`config.mk`:
```
export PLATFORM = sky130hd
export DESIGN_NAME = rc_filter_variable_step_unit
export DESIGN_NICKNAME = d
export VERILOG_FILES = /design/src/hw/rtl/rcf_pkg.sv /design/src/hw/rtl/rcf_divider.sv /design/src/hw/rtl/rcf_mac.sv /design/src/hw/rtl/rc_filter_variable_step_unit.sv
export SDC_FILE = /design/constraint.sdc
export NUM_CORES = 2
export LEC_CHECK = 0
export BUFFER_PORTS_ARGS = -buffer_cell sky130_fd_sc_hd__buf_2
export CORE_MARGIN = 1
export CORE_UTILIZATION = 45
export CTS_BUF_LIST = sky130_fd_sc_hd__clkbuf_4 sky130_fd_sc_hd__clkbuf_8 sky130_fd_sc_hd__clkbuf_16
export DETAILED_ROUTE_END_ITERATION = 8
export PLACE_DENSITY = 0.7
export SYNTH_ARGS = -nofsm -noshare
export SYNTH_HDL_FRONTEND = slang
export SYNTH_SLANG_ARGS = --single-unit
```
`constraint.sdc`:
```
create_clock -name clock -period 24.4 [get_ports clock]
set_input_delay 2.44 -clock clock [delete_from_list [all_inputs] [get_ports clock]]
set_output_delay 2.44 -clock clock [all_outputs]
set_load 0.1 [all_outputs]
```
`src/hw/rtl/rcf_pkg.sv`:
```
package rcf_pkg;

   localparam int RC_BITS        = 32;
   localparam int CSR_INDEX_BITS = 1;

   localparam logic [RC_BITS-1:0] RC_RESET = 32'd1000;

   localparam logic [CSR_INDEX_BITS-1:0] CSR_FILTER_MODE = 1'b0;
   localparam logic [CSR_INDEX_BITS-1:0] CSR_RC_TICKS    = 1'b1;

   localparam logic MODE_LOW_PASS  = 1'b0;
   localparam logic MODE_HIGH_PASS = 1'b1;

   typedef enum logic [3:0] {
      S_IDLE,
      S_DT,
      S_DEN,
      S_DIVGO,
      S_DIVWAIT,
      S_MUL0,
      S_MUL1,
      S_ACC,
      S_FIN
   } rcf_state_type;

   typedef enum logic [1:0] {
      ACC_HOLD,
      ACC_LOAD,
      ACC_ADD
   } acc_op_type;

   typedef struct packed {
      logic       load;
      acc_op_type acc_op;
   } mac_ctrl_type;

endpackage

```
`src/hw/rtl/rcf_divider.sv`:
```
module rcf_divider #(
   parameter int FRAC_BITS = 16,
   parameter int DEN_BITS  = 33
) (
   input  logic                 clock,
   input  logic                 reset,
   input  logic                 start,
   input  logic [DEN_BITS-1:0]  num,
   input  logic [DEN_BITS-1:0]  den,
   output logic [FRAC_BITS:0]   q,
   output logic                 done
);

   localparam int CNT_BITS = $clog2(FRAC_BITS);
   localparam logic [CNT_BITS-1:0] LAST_STEP = CNT_BITS'(FRAC_BITS - 1);
   localparam logic [FRAC_BITS:0] ONE_Q = {1'b1, {FRAC_BITS{1'b0}}};

   logic                 busy_ff, busy_in;
   logic                 done_ff, done_in;
   logic [CNT_BITS-1:0]  cnt_ff, cnt_in;
   logic [DEN_BITS-1:0]  r_ff, r_in;
   logic [FRAC_BITS:0]   q_ff, q_in;

   logic [DEN_BITS:0]    r_dbl;
   logic [DEN_BITS:0]    den_x;
   logic [DEN_BITS:0]    r_sub;
   logic                 ge;

   // one restoring step per cycle; den is held by the caller until done
   always_comb begin
      r_dbl = {r_ff, 1'b0};
      den_x = {1'b0, den};
      r_sub = r_dbl - den_x;
      ge    = (r_dbl >= den_x);
   end

   always_comb begin
      busy_in = busy_ff;
      done_in = 1'b0;
      cnt_in  = cnt_ff;
      r_in    = r_ff;
      q_in    = q_ff;
      if (start) begin
         if ((den == '0) || (num >= den)) begin
            q_in    = ONE_Q;
            done_in = 1'b1;
            busy_in = 1'b0;
         end else begin
            r_in    = num;
            q_in    = '0;
            cnt_in  = '0;
            busy_in = 1'b1;
         end
      end else if (busy_ff) begin
         r_in   = ge ? r_sub[DEN_BITS-1:0] : r_dbl[DEN_BITS-1:0];
         q_in   = {q_ff[FRAC_BITS-1:0], ge};
         cnt_in = cnt_ff + 1'b1;
         if (cnt_ff == LAST_STEP) begin
            busy_in = 1'b0;
            done_in = 1'b1;
         end
      end
   end

   always_ff @(posedge clock) begin
      if (reset) begin
         busy_ff <= 1'b0;
         done_ff <= 1'b0;
      end else begin
         busy_ff <= busy_in;
         done_ff <= done_in;
      end
   end

   always_ff @(posedge clock) begin
      cnt_ff <= cnt_in;
      r_ff   <= r_in;
      q_ff   <= q_in;
   end

   assign q    = q_ff;
   assign done = done_ff;

endmodule

```
`src/hw/rtl/rcf_mac.sv`:
```
module rcf_mac #(
   parameter int SAMPLE_BITS = 24,
   parameter int FRAC_BITS   = 16,
   parameter int AW          = 18,
   parameter int OW          = 26
) (
   input  logic                          clock,
   input  rcf_pkg::mac_ctrl_type         ctrl,
   input  logic signed [AW-1:0]          op_a,
   input  logic signed [OW-1:0]          op_b,
   output logic signed [SAMPLE_BITS-1:0] result
);

   import rcf_pkg::*;

   localparam int PW  = AW + OW;
   localparam int ACW = PW + 1;

   localparam logic signed [ACW-1:0] HALF =
      {{(ACW-FRAC_BITS){1'b0}}, 1'b1, {(FRAC_BITS-1){1'b0}}};
   localparam logic signed [ACW-1:0] SAT_MAX =
      {{(ACW-SAMPLE_BITS+1){1'b0}}, {(SAMPLE_BITS-1){1'b1}}};
   localparam logic signed [ACW-1:0] SAT_MIN =
      {{(ACW-SAMPLE_BITS+1){1'b1}}, {(SAMPLE_BITS-1){1'b0}}};

   logic signed [PW-1:0]  prod_ff, prod_in;
   logic signed [ACW-1:0] acc_ff, acc_in;
   logic signed [ACW-1:0] prod_x;
   logic signed [ACW-1:0] acc_rnd;
   logic signed [ACW-1:0] acc_q;

   always_comb begin
      prod_in = prod_ff;
      if (ctrl.load) begin
         prod_in = op_a * op_b;
      end
   end

   always_comb begin
      prod_x = {prod_ff[PW-1], prod_ff};
      unique case (ctrl.acc_op)
         ACC_LOAD: acc_in = prod_x;
         ACC_ADD:  acc_in = acc_ff + prod_x;
         default:  acc_in = acc_ff;
      endcase
   end

   always_ff @(posedge clock) begin
      prod_ff <= prod_in;
      acc_ff  <= acc_in;
   end

   // round half up, then clamp to the sample range
   always_comb begin
      acc_rnd = acc_ff + HALF;
      acc_q   = acc_rnd >>> FRAC_BITS;
      if (acc_q > SAT_MAX) begin
         result = SAT_MAX[SAMPLE_BITS-1:0];
      end else if (acc_q < SAT_MIN) begin
         result = SAT_MIN[SAMPLE_BITS-1:0];
      end else begin
         result = acc_q[SAMPLE_BITS-1:0];
      end
   end

endmodule

```
`src/hw/rtl/rc_filter_variable_step_unit.sv`:
```
// channel  | direction | handshake            | payload
// req      | in        | req_valid/req_stall  | req_sample, req_timestamp, req_first
// rsp      | out       | rsp_valid/rsp_stall  | rsp_filtered
// csr      | in        | csr_valid/csr_ready  | csr_index, csr_data
//
// a continuing word goes through the restoring divider, one quotient bit per cycle;
// the divider skips its bit steps and returns one when alpha is plainly one
// a word flagged first goes from S_DT to S_FIN, skipping the divider and multiplier
// req_stall is high from acceptance until the result moves to the output register
// a stalled result stays in the output register while the next word is taken
// reset is synchronous; state, mode, history and rsp_valid come up cleared, rc at 1000
module rc_filter_variable_step_unit #(
   parameter int SAMPLE_BITS     = 24,
   parameter int TIME_BITS       = 32,
   parameter int ALPHA_FRAC_BITS = 16
) (
   input  logic                                 clock,
   input  logic                                 reset,
   input  logic                                 req_valid,
   output logic                                 req_stall,
   input  logic signed [SAMPLE_BITS-1:0]        req_sample,
   input  logic [TIME_BITS-1:0]                 req_timestamp,
   input  logic                                 req_first,
   output logic                                 rsp_valid,
   input  logic                                 rsp_stall,
   output logic signed [SAMPLE_BITS-1:0]        rsp_filtered,
   input  logic                                 csr_valid,
   output logic                                 csr_ready,
   input  logic [rcf_pkg::CSR_INDEX_BITS-1:0]   csr_index,
   input  logic [rcf_pkg::RC_BITS-1:0]          csr_data
);

   import rcf_pkg::*;

   localparam int DEN_BITS = ((TIME_BITS > RC_BITS) ? TIME_BITS : RC_BITS) + 1;
   localparam int AW       = ALPHA_FRAC_BITS + 2;
   localparam int OW       = SAMPLE_BITS + 2;
   localparam logic signed [AW-1:0] ONE_A = {2'b01, {ALPHA_FRAC_BITS{1'b0}}};
   localparam logic [ALPHA_FRAC_BITS:0] ONE_Q = {1'b1, {ALPHA_FRAC_BITS{1'b0}}};

   rcf_state_type state_ff, state_in;

   logic                          mode_ff, mode_in;
   logic [RC_BITS-1:0]            rc_ff, rc_in;

   logic [TIME_BITS-1:0]          last_time_ff;
   logic signed [SAMPLE_BITS-1:0] last_input_ff;
   logic signed [SAMPLE_BITS-1:0] last_output_ff;

   logic signed [SAMPLE_BITS-1:0] x_ff;
   logic [TIME_BITS-1:0]          ts_ff;
   logic                          first_ff;
   logic [TIME_BITS-1:0]          dt_ff;
   logic signed [OW-1:0]          diff_ff;
   logic [DEN_BITS-1:0]           den_ff;
   logic [DEN_BITS-1:0]           num_ff;

   logic                          rsp_valid_ff, rsp_valid_in;
   logic signed [SAMPLE_BITS-1:0] rsp_filtered_ff;

   logic                          req_take;
   logic                          out_free;
   logic                          fin_go;
   logic                          div_start;
   logic [ALPHA_FRAC_BITS:0]      div_q;
   logic                          div_done;
   mac_ctrl_type                  mac_ctrl;
   logic signed [AW-1:0]          op_a;
   logic signed [OW-1:0]          op_b;
   logic signed [AW-1:0]          a_ext;
   logic signed [OW-1:0]          x_ext;
   logic signed [OW-1:0]          yprev_ext;
   logic signed [SAMPLE_BITS-1:0] mac_result;
   logic signed [SAMPLE_BITS-1:0] y_final;

   rcf_divider #(
      .FRAC_BITS (ALPHA_FRAC_BITS),
      .DEN_BITS  (DEN_BITS)
   ) u_div (
      .clock (clock),
      .reset (reset),
      .start (div_start),
      .num   (num_ff),
      .den   (den_ff),
      .q     (div_q),
      .done  (div_done)
   );

   rcf_mac #(
      .SAMPLE_BITS (SAMPLE_BITS),
      .FRAC_BITS   (ALPHA_FRAC_BITS),
      .AW          (AW),
      .OW          (OW)
   ) u_mac (
      .clock  (clock),
      .ctrl   (mac_ctrl),
      .op_a   (op_a),
      .op_b   (op_b),
      .result (mac_result)
   );

   assign out_free = !rsp_valid_ff || !rsp_stall;
   assign req_take = req_valid && !req_stall;
   assign fin_go   = (state_ff == S_FIN) && out_free;

   // next state
   always_comb begin
      state_in = state_ff;
      unique case (state_ff)
         S_IDLE:    if (req_valid) state_in = S_DT;
         S_DT:      state_in = first_ff ? S_FIN : S_DEN;
         S_DEN:     state_in = S_DIVGO;
         S_DIVGO:   state_in = S_DIVWAIT;
         S_DIVWAIT: if (div_done) state_in = S_MUL0;
         S_MUL0:    state_in = S_MUL1;
         S_MUL1:    state_in = S_ACC;
         S_ACC:     state_in = S_FIN;
         S_FIN:     if (out_free) state_in = S_IDLE;
         default:   state_in = S_IDLE;
      endcase
   end

   // sequencer outputs
   always_comb begin
      a_ext     = {1'b0, div_q};
      x_ext     = {{2{x_ff[SAMPLE_BITS-1]}}, x_ff};
      yprev_ext = {{2{last_output_ff[SAMPLE_BITS-1]}}, last_output_ff};
      req_stall = (state_ff != S_IDLE);
      div_start = (state_ff == S_DIVGO);
      mac_ctrl  = '{load: 1'b0, acc_op: ACC_HOLD};
      op_a      = '0;
      op_b      = '0;
      unique case (state_ff)
         S_MUL0: begin
            mac_ctrl.load = 1'b1;
            op_a          = a_ext;
            op_b          = (mode_ff == MODE_HIGH_PASS) ? diff_ff : x_ext;
         end
         S_MUL1: begin
            mac_ctrl.load   = 1'b1;
            mac_ctrl.acc_op = ACC_LOAD;
            // high-pass has a single term, so the second product is zero
            op_a = (mode_ff == MODE_HIGH_PASS) ? a_ext : (ONE_A - a_ext);
            op_b = (mode_ff == MODE_HIGH_PASS) ? '0 : yprev_ext;
         end
         S_ACC: begin
            mac_ctrl.acc_op = ACC_ADD;
         end
         default: begin
         end
      endcase
   end

   always_comb begin
      if (first_ff) begin
         y_final = (mode_ff == MODE_HIGH_PASS) ? '0 : x_ff;
      end else begin
         y_final = mac_result;
      end
   end

   // configuration
   assign csr_ready = 1'b1;

   always_comb begin
      mode_in = mode_ff;
      rc_in   = rc_ff;
      if (csr_valid && csr_ready) begin
         unique case (csr_index)
            CSR_FILTER_MODE: mode_in = csr_data[0];
            CSR_RC_TICKS:    rc_in   = csr_data;
            default: begin
            end
         endcase
      end
   end

   always_comb begin
      rsp_valid_in = rsp_valid_ff && rsp_stall;
      if (fin_go) begin
         rsp_valid_in = 1'b1;
      end
   end

   always_ff @(posedge clock) begin
      if (reset) begin
         state_ff       <= S_IDLE;
         mode_ff        <= MODE_LOW_PASS;
         rc_ff          <= RC_RESET;
         rsp_valid_ff   <= 1'b0;
         last_time_ff   <= '0;
         last_input_ff  <= '0;
         last_output_ff <= '0;
      end else begin
         state_ff     <= state_in;
         mode_ff      <= mode_in;
         rc_ff        <= rc_in;
         rsp_valid_ff <= rsp_valid_in;
         if (fin_go) begin
            last_time_ff   <= ts_ff;
            last_input_ff  <= x_ff;
            last_output_ff <= y_final;
         end
      end
   end

   always_ff @(posedge clock) begin
      if (req_take) begin
         x_ff     <= req_sample;
         ts_ff    <= req_timestamp;
         first_ff <= req_first;
      end
      if (state_ff == S_DT) begin
         dt_ff   <= ts_ff - last_time_ff;
         diff_ff <= yprev_ext + x_ext - {{2{last_input_ff[SAMPLE_BITS-1]}}, last_input_ff};
      end
      if (state_ff == S_DEN) begin
         den_ff <= DEN_BITS'(rc_ff) + DEN_BITS'(dt_ff);
         num_ff <= (mode_ff == MODE_HIGH_PASS) ? DEN_BITS'(rc_ff) : DEN_BITS'(dt_ff);
      end
      if (fin_go) begin
         rsp_filtered_ff <= y_final;
      end
   end

   assign rsp_valid    = rsp_valid_ff;
   assign rsp_filtered = rsp_filtered_ff;

   a_div_done_in_wait: assert property (@(posedge clock) disable iff (reset)
      div_done |-> (state_ff == S_DIVWAIT))
      else $error("divider finished outside its wait state");

   a_alpha_range: assert property (@(posedge clock) disable iff (reset)
      div_done |-> (div_q <= ONE_Q))
      else $error("alpha above one");

   a_take_starts: assert property (@(posedge clock) disable iff (reset)
      req_take |=> (state_ff == S_DT))
      else $error("accepted word did not start the sequence");

   a_state_follows_out: assert property (@(posedge clock) disable iff (reset)
      fin_go |=> (rsp_valid_ff && (last_output_ff == rsp_filtered_ff)))
      else $error("stored output differs from delivered word");

endmodule
```
### Yosys cells after proc, flatten, opt, wreduce, memory -nomap -nowiden

Cells that the tools add are included.

* memories kept: 0
* bits in read-only memories: 0
* bits in registers: 468
* latch bits: 0
* output and inout port bits: 27
* word-level logic and storage cells: 107
* RAM bits: 0

* shift-type cells: 0
* mux-type cells: 37
* reductions and logical operators: 18
* multiply operators: 1
* div/mod/pow operators: 0
* order comparisons: 4
* equal/unequal tests: 15
* $add $sub $neg: 9
* bitwise operators: 1

Operators with widths (count)
* $mux 33: 4
* $mux 24: 4
* $pmux 45 s2: 1
* $mux 26: 2
* $pmux 26 s2: 1
* $mux 17: 3
* $add 45x17->45 const B: 1
* $add 45x44->45: 1
* $mul 18x26->44: 1
* $pmux 18 s2: 1
* $pmux 4 s9: 1
* $ge 34x33->1: 1
* $add 32x32->33: 1
* $ge 33x33->1: 1
* $logic_not 33->1: 1
* $sub 33x33->33: 1
* $mux 32: 1
* $sub 32x32->32: 1
* $gt 29x24->1 const B: 1
* $lt 29x24->1 const B: 1
* $mux 4: 7
* $sub 25x24->26: 1
* $add 24x24->25: 1
* $mux 18: 1
* 22 further kinds: 46

### Logic depth before layout (Yosys ltp)

* depth after elaboration: 5
* depth in mapped cells: 35
* gate-level depth less buffers: 33

### Cells and area by module

A second synthesis with hierarchy kept.

* cell total of the unflattened synthesis: 4876
* area total of the unflattened synthesis: 45518.7 µm²

By module, submodules not included
* rcf_mac: sequential area each 2672.6 µm², instances 1, area an instance 22841.9 µm², cells each 2493
* rc_filter_variable_step_unit: sequential area each 8488.1 µm², instances 1, area an instance 17364.2 µm², cells each 1788
* rcf_divider: sequential area each 1661.6 µm², instances 1, area an instance 5312.6 µm², cells each 595

### Worst setup path before layout

Ideal clock, no wire load.

* path kind: register -> register
* start: reg state_ff[1]
* end: reg u_mac.prod_ff[42] (data pin)
* data required time: 24.142 ns
* buffers on the path: 4
* setup slack: 15.885 ns
* stages on the path, launching flop included: 33
* library setup time: 0.258 ns
* clock period less this slack: 8.515 ns
* data arrival time: 8.257 ns
* path through: dfxtp_1 > clkbuf_1 > clkinv_1 > nor2_1 > and3_1 > buf_2 > buf_1 > a221oi_1 > a21oi_1 > clkbuf_1 > nand2_1 > fa_1 > inv_1 > fa_1 > inv_1 > fa_1 > inv_1 > fa_1 > fa_1 > inv_1 > fa_1 > inv_1 > ha_1 > a2111oi_2 > o21ai_0 > a2111oi_0 > nor3_1 > nor4_2 > nor3_1 > a2111o_1 > a21oi_2 > o21ai_1 > xnor2_1

* cells in the longest elaborated chain, start to end: 3
* elaborated cells on any way between the ends: 5

Ends and longest elaborated chain
* start, declared: RTL line rc_filter_variable_step_unit.sv:41 `rcf_state_type state_ff, state_in;`
* start signal, assigned: RTL line rc_filter_variable_step_unit.sv:195 `state_ff <= state_in;`
* $eq 4x3->1: RTL line rc_filter_variable_step_unit.sv:133 `unique case (state_ff)`
* $pmux 18 s2 or $pmux 26 s2 (tied branches): RTL line rc_filter_variable_step_unit.sv:133
* $mul 18x26->44 *: RTL line rcf_mac.sv:35 `prod_in = op_a * op_b;`
* end signal, assigned: RTL line rcf_mac.sv:49 `prod_ff <= prod_in;`
* end, declared: RTL line rcf_mac.sv:26 `logic signed [PW-1:0] prod_ff, prod_in;`

Mark *: on every way between the ends. The rest lies on a longest branch, timed or not.
A chain may end at the register's enable or synchronous reset.

### Worst setup path after layout

* start: reg u_div.q_ff[2] (netlist: u_div.q[2])
* end: reg u_mac.prod_ff[42] (data pin)

* cells in the longest elaborated chain, start to end: 4

Ends and longest elaborated chain
* start, declared: RTL line rcf_divider.sv:22 `logic [FRAC_BITS:0] q_ff, q_in;`
* start signal, assigned: RTL line rcf_divider.sv:78 `q_ff <= q_in;`
* $sub 17x17->18: RTL line rc_filter_variable_step_unit.sv:143 `op_a = (mode_ff == MODE_HIGH_PASS) ? a_ext : (ONE_A - a_ext);`
* $mux 18: RTL line rc_filter_variable_step_unit.sv:143
* $pmux 18 s2 *: RTL line rc_filter_variable_step_unit.sv:133
* $mul 18x26->44 *: RTL line rcf_mac.sv:35

Marks and branches as above.

==> impl_metrics.tcl <==
set metrics [dict create \
    r2r_cells 28 \
    num_antenna_cells 0 \
    leakage_nw 21.7 \
    drv_cap 0 \
    setup_tns_ps 0 \
    async_flop_share_pct 0 \
    gr-total-overflow 0 \
    first_pass_iters 6 \
    chipWidth_um 316 \
    pwr_density_cell_nw_per_um2 42.3 \
    dr_total_vias 34102 \
    setup_viol 0 \
    root_buffer "clkbuf_16" \
    synth.net_count 5673 \
    crit_start "u_div.q[2]" \
    drt_wl_total_um 118000 \
    fin_ws_ps 14270 \
    clk_latency_ps 690 \
    yosys_register_bits 467 \
    pre_cts_slack_ps 14330 \
    initial_core_util_pct 45.7 \
    yosysSeqAreaShare_pct 28.8 \
    drive_gt1_share_pct 8.36 \
    tightest_slew_ps 1130 \
    die_area_um2 100000 \
    htreeDepth 2 \
    synth_top_cells_by_count "inv_1 (765), nand2_1 (729), fa_1 (485), edfxtp_1 (347), a21oi_1 (318)" \
    slowest_delay_ps 630 \
    required_ps 24810 \
    crit_type "reg2reg" \
    grt_first_pass_wirelength_um 189000 \
    clkTransAtPathRegs_ps 60 \
    cp-start-kind "flip-flop" \
    post_drt_wl_per_cell_um 19.1 \
    fin_area_um2 48600 \
    synthMuxAreaShare_pct 1.74 \
    rrSetupSlack_ps 14270 \
    slew_viol_final 0 \
    cts_sinks 467 \
    crit_fanout 27 \
    io_buffers 120 \
    ir_drop_mv 0.0591 \
    synth_top_family_by_area "adder cells" \
    synthSimpleGateAreaFrac_pct 14.0 \
    cts_resized 0 \
    nNetsFinal 5735 \
    synthToLayoutAreaGrowth_pct 9.19 \
    drt_iter0_markers 2733 \
    hold_viol_final 0 \
    yosysMostFrequentCell "inv_1" \
    yosys_warnings 0 \
    hp-class "reg2reg" \
    grt_max_degree 86 \
    yosysUniqueCellTypes 88 \
    skew_ps 60.2 \
    synthXorXnorAreaFrac_pct 4.00 \
    placed_area_um2 46600 \
    crit_end "u_mac.prod_ff[42]" \
    gp_congestion 0.912 \
    synth_area_leader_cell "edfxtp_1" \
    grtUsageTotal_pct 24.1 \
    ant_nets 0 \
    cpMaxStageDelayCell "a21oi_4" \
    fmax_ghz 0.0987 \
    fp.coreArea_um2 97300 \
    finalCritPeriodShare_pct 41.5 \
    r2r-start "u_div.q[2]" \
    fp.dieH_um 316 \
    hpwl_um 90000 \
    status "finished clean" \
    cts-hold-fix-buffers 0 \
    syn_area_um2 44500 \
    reg2reg_to "u_mac.prod_ff[42]" \
    worst_setup_path_end_kind "flip-flop" \
    hold_depth 2 \
    avgSynthCellArea_um2 9.31 \
    antenna_found_initial 3 \
    cp_common_cell "fa_1" \
    top_level_ports 122 \
    syn_inst 4781 \
    synth_area_leaders "edfxtp_1 (23%), fa_1 (22%), ha_1 (8.8%)" \
    placementRows 114 \
    synth_edf_count 347 \
    vias_per_cell 5.53 \
    cts_tree "yes" \
    synth_adder_area_share_pct 30.6 \
    grt_pass1_vias 34652 \
    final_util_pct 49.9 \
    clk_path_buf_depth 3 \
    period_needed_ps 10130 \
    synth_top_area_share_pct 23.4 \
    yosys_most_used_dff "edfxtp_1" \
    rsz0062_at_grt "false" \
    synth_compound_area_share_pct 12.9 \
    slew_headroom_pct 24.3 \
    cts_setup_buffers 0 \
    cts_buffers 55 \
    cp.arrival_ps 10540 \
    drcViolationCount 0 \
    fillers 8905 \
]
## state kept, by name (all words and copies together) (netlist names), 17 cells and up
register / flops
den_ff: 33
diff_ff: 26
dt_ff: 32
last_input_ff: 24
last_output_ff: 24
last_time_ff: 32
num_ff: 32
rc_ff: 32
rsp_filtered: 24
ts_ff: 32
u_div.q: 17
u_div.r_ff: 33
u_mac.acc_ff: 45
u_mac.prod_ff: 44
x_ff: 24
## worst max-delay path: cells and delay by family, from the launching register on
kind | cells | cell delay [ps]
AOI/OAI and AO/OA | 7 | 2490
xor gates and xnor gates | 1 | 140
adders and majority gates | 7 | 3540
buffers and inverters | 3 | 180
DFF | 1 | 470
and+or+nand+nor | 10 | 3070
## final cells by class
| type | count | area (um2) | area share (%) |
|---|---|---|---|
| flip-flops and latches | 467 | 12800 | 26.4 |
| well taps | 1276 | 1600 | 3.29 |
| multi-input cells | 3373 | 28300 | 58.2 |
| repair buffers | 179 | 1050 | 2.15 |
| clock buffers | 71 | 1560 | 3.22 |
| clock inverters | 33 | 387 | 0.796 |
| inverters | 767 | 2880 | 5.93 |
## worst min-delay path by stage
stage / from / end / slack, ps
after floorplan: last_time_ff[10] / last_time_ff[10] / 440
after global placement: last_time_ff[21] / last_time_ff[21] / 440
after detailed placement: last_time_ff[29] / last_time_ff[29] / 450
after CTS: last_time_ff[29] / last_time_ff[29] / 450
after global routing: last_time_ff[28] / last_time_ff[28] / 470
final: last_time_ff[15] / last_time_ff[15] / 450
## through the flow
step / std cells / total power [mW] / hold WS, ps
finish: 6166 / 2.06 / 453
global route: 6166 / 2.13 / 468
CTS: 6166 / 2.07 / 454
detailed placement: 6062 / 1.19 / 447
global placement: 6062 / 1.19 / 442
floorplan: 4781 / 1.11 / 436
## cell usage in the layout, fill, tap and decap left out, drive strengths merged, types with 15 or more instances in the layout
| master | count |
|---|---|
| and2 | 54 |
| o21bai | 24 |
| fa | 485 |
| xor2 | 59 |
| a21oi | 321 |
| mux2 | 66 |
| a21o | 94 |
| inv | 770 |
| or3 | 18 |
| o21ai | 141 |
| a221oi | 18 |
| nor2b | 67 |
| edfxtp | 347 |
| nor2 | 286 |
| clkinv | 18 |
| a311oi | 22 |
| nand2 | 729 |
| buf | 179 |
| a211oi | 18 |
| nand3 | 59 |
| nand2b | 38 |
| and3 | 28 |
| a22oi | 29 |
| a31o | 15 |
| nand4 | 25 |
| dfxtp | 120 |
| a31oi | 49 |
| nor3 | 56 |
| ha | 312 |
| o21a | 43 |
| xnor2 | 144 |
| clkbuf | 71 |
## cell families after synthesis
| group | count (synthesis) |
|---|---|
| simple gates | 1413 |
| buf+inv | 941 |
| compound gates | 890 |
| fa+ha+maj | 797 |
| flops | 467 |
| xor+xnor | 203 |
| mux | 69 |
| other cells | 1 |
## report_power, final
group | switching (mW) | leakage [nW] | internal (mW)
registers | 0.0232 | 4.16 | 0.894
logic | 0.160 | 16.6 | 0.102
clock network | 0.364 | 0.953 | 0.512
total | 0.547 | 21.7 | 1.51
## per-layer routing
metal,GRT usage [%],wire (um)
met2,39.2,54400
met5,0,0
met1,31.9,49300
met4,9.79,5150
met3,4.05,8910
Power figures use the tool's default switching activity.
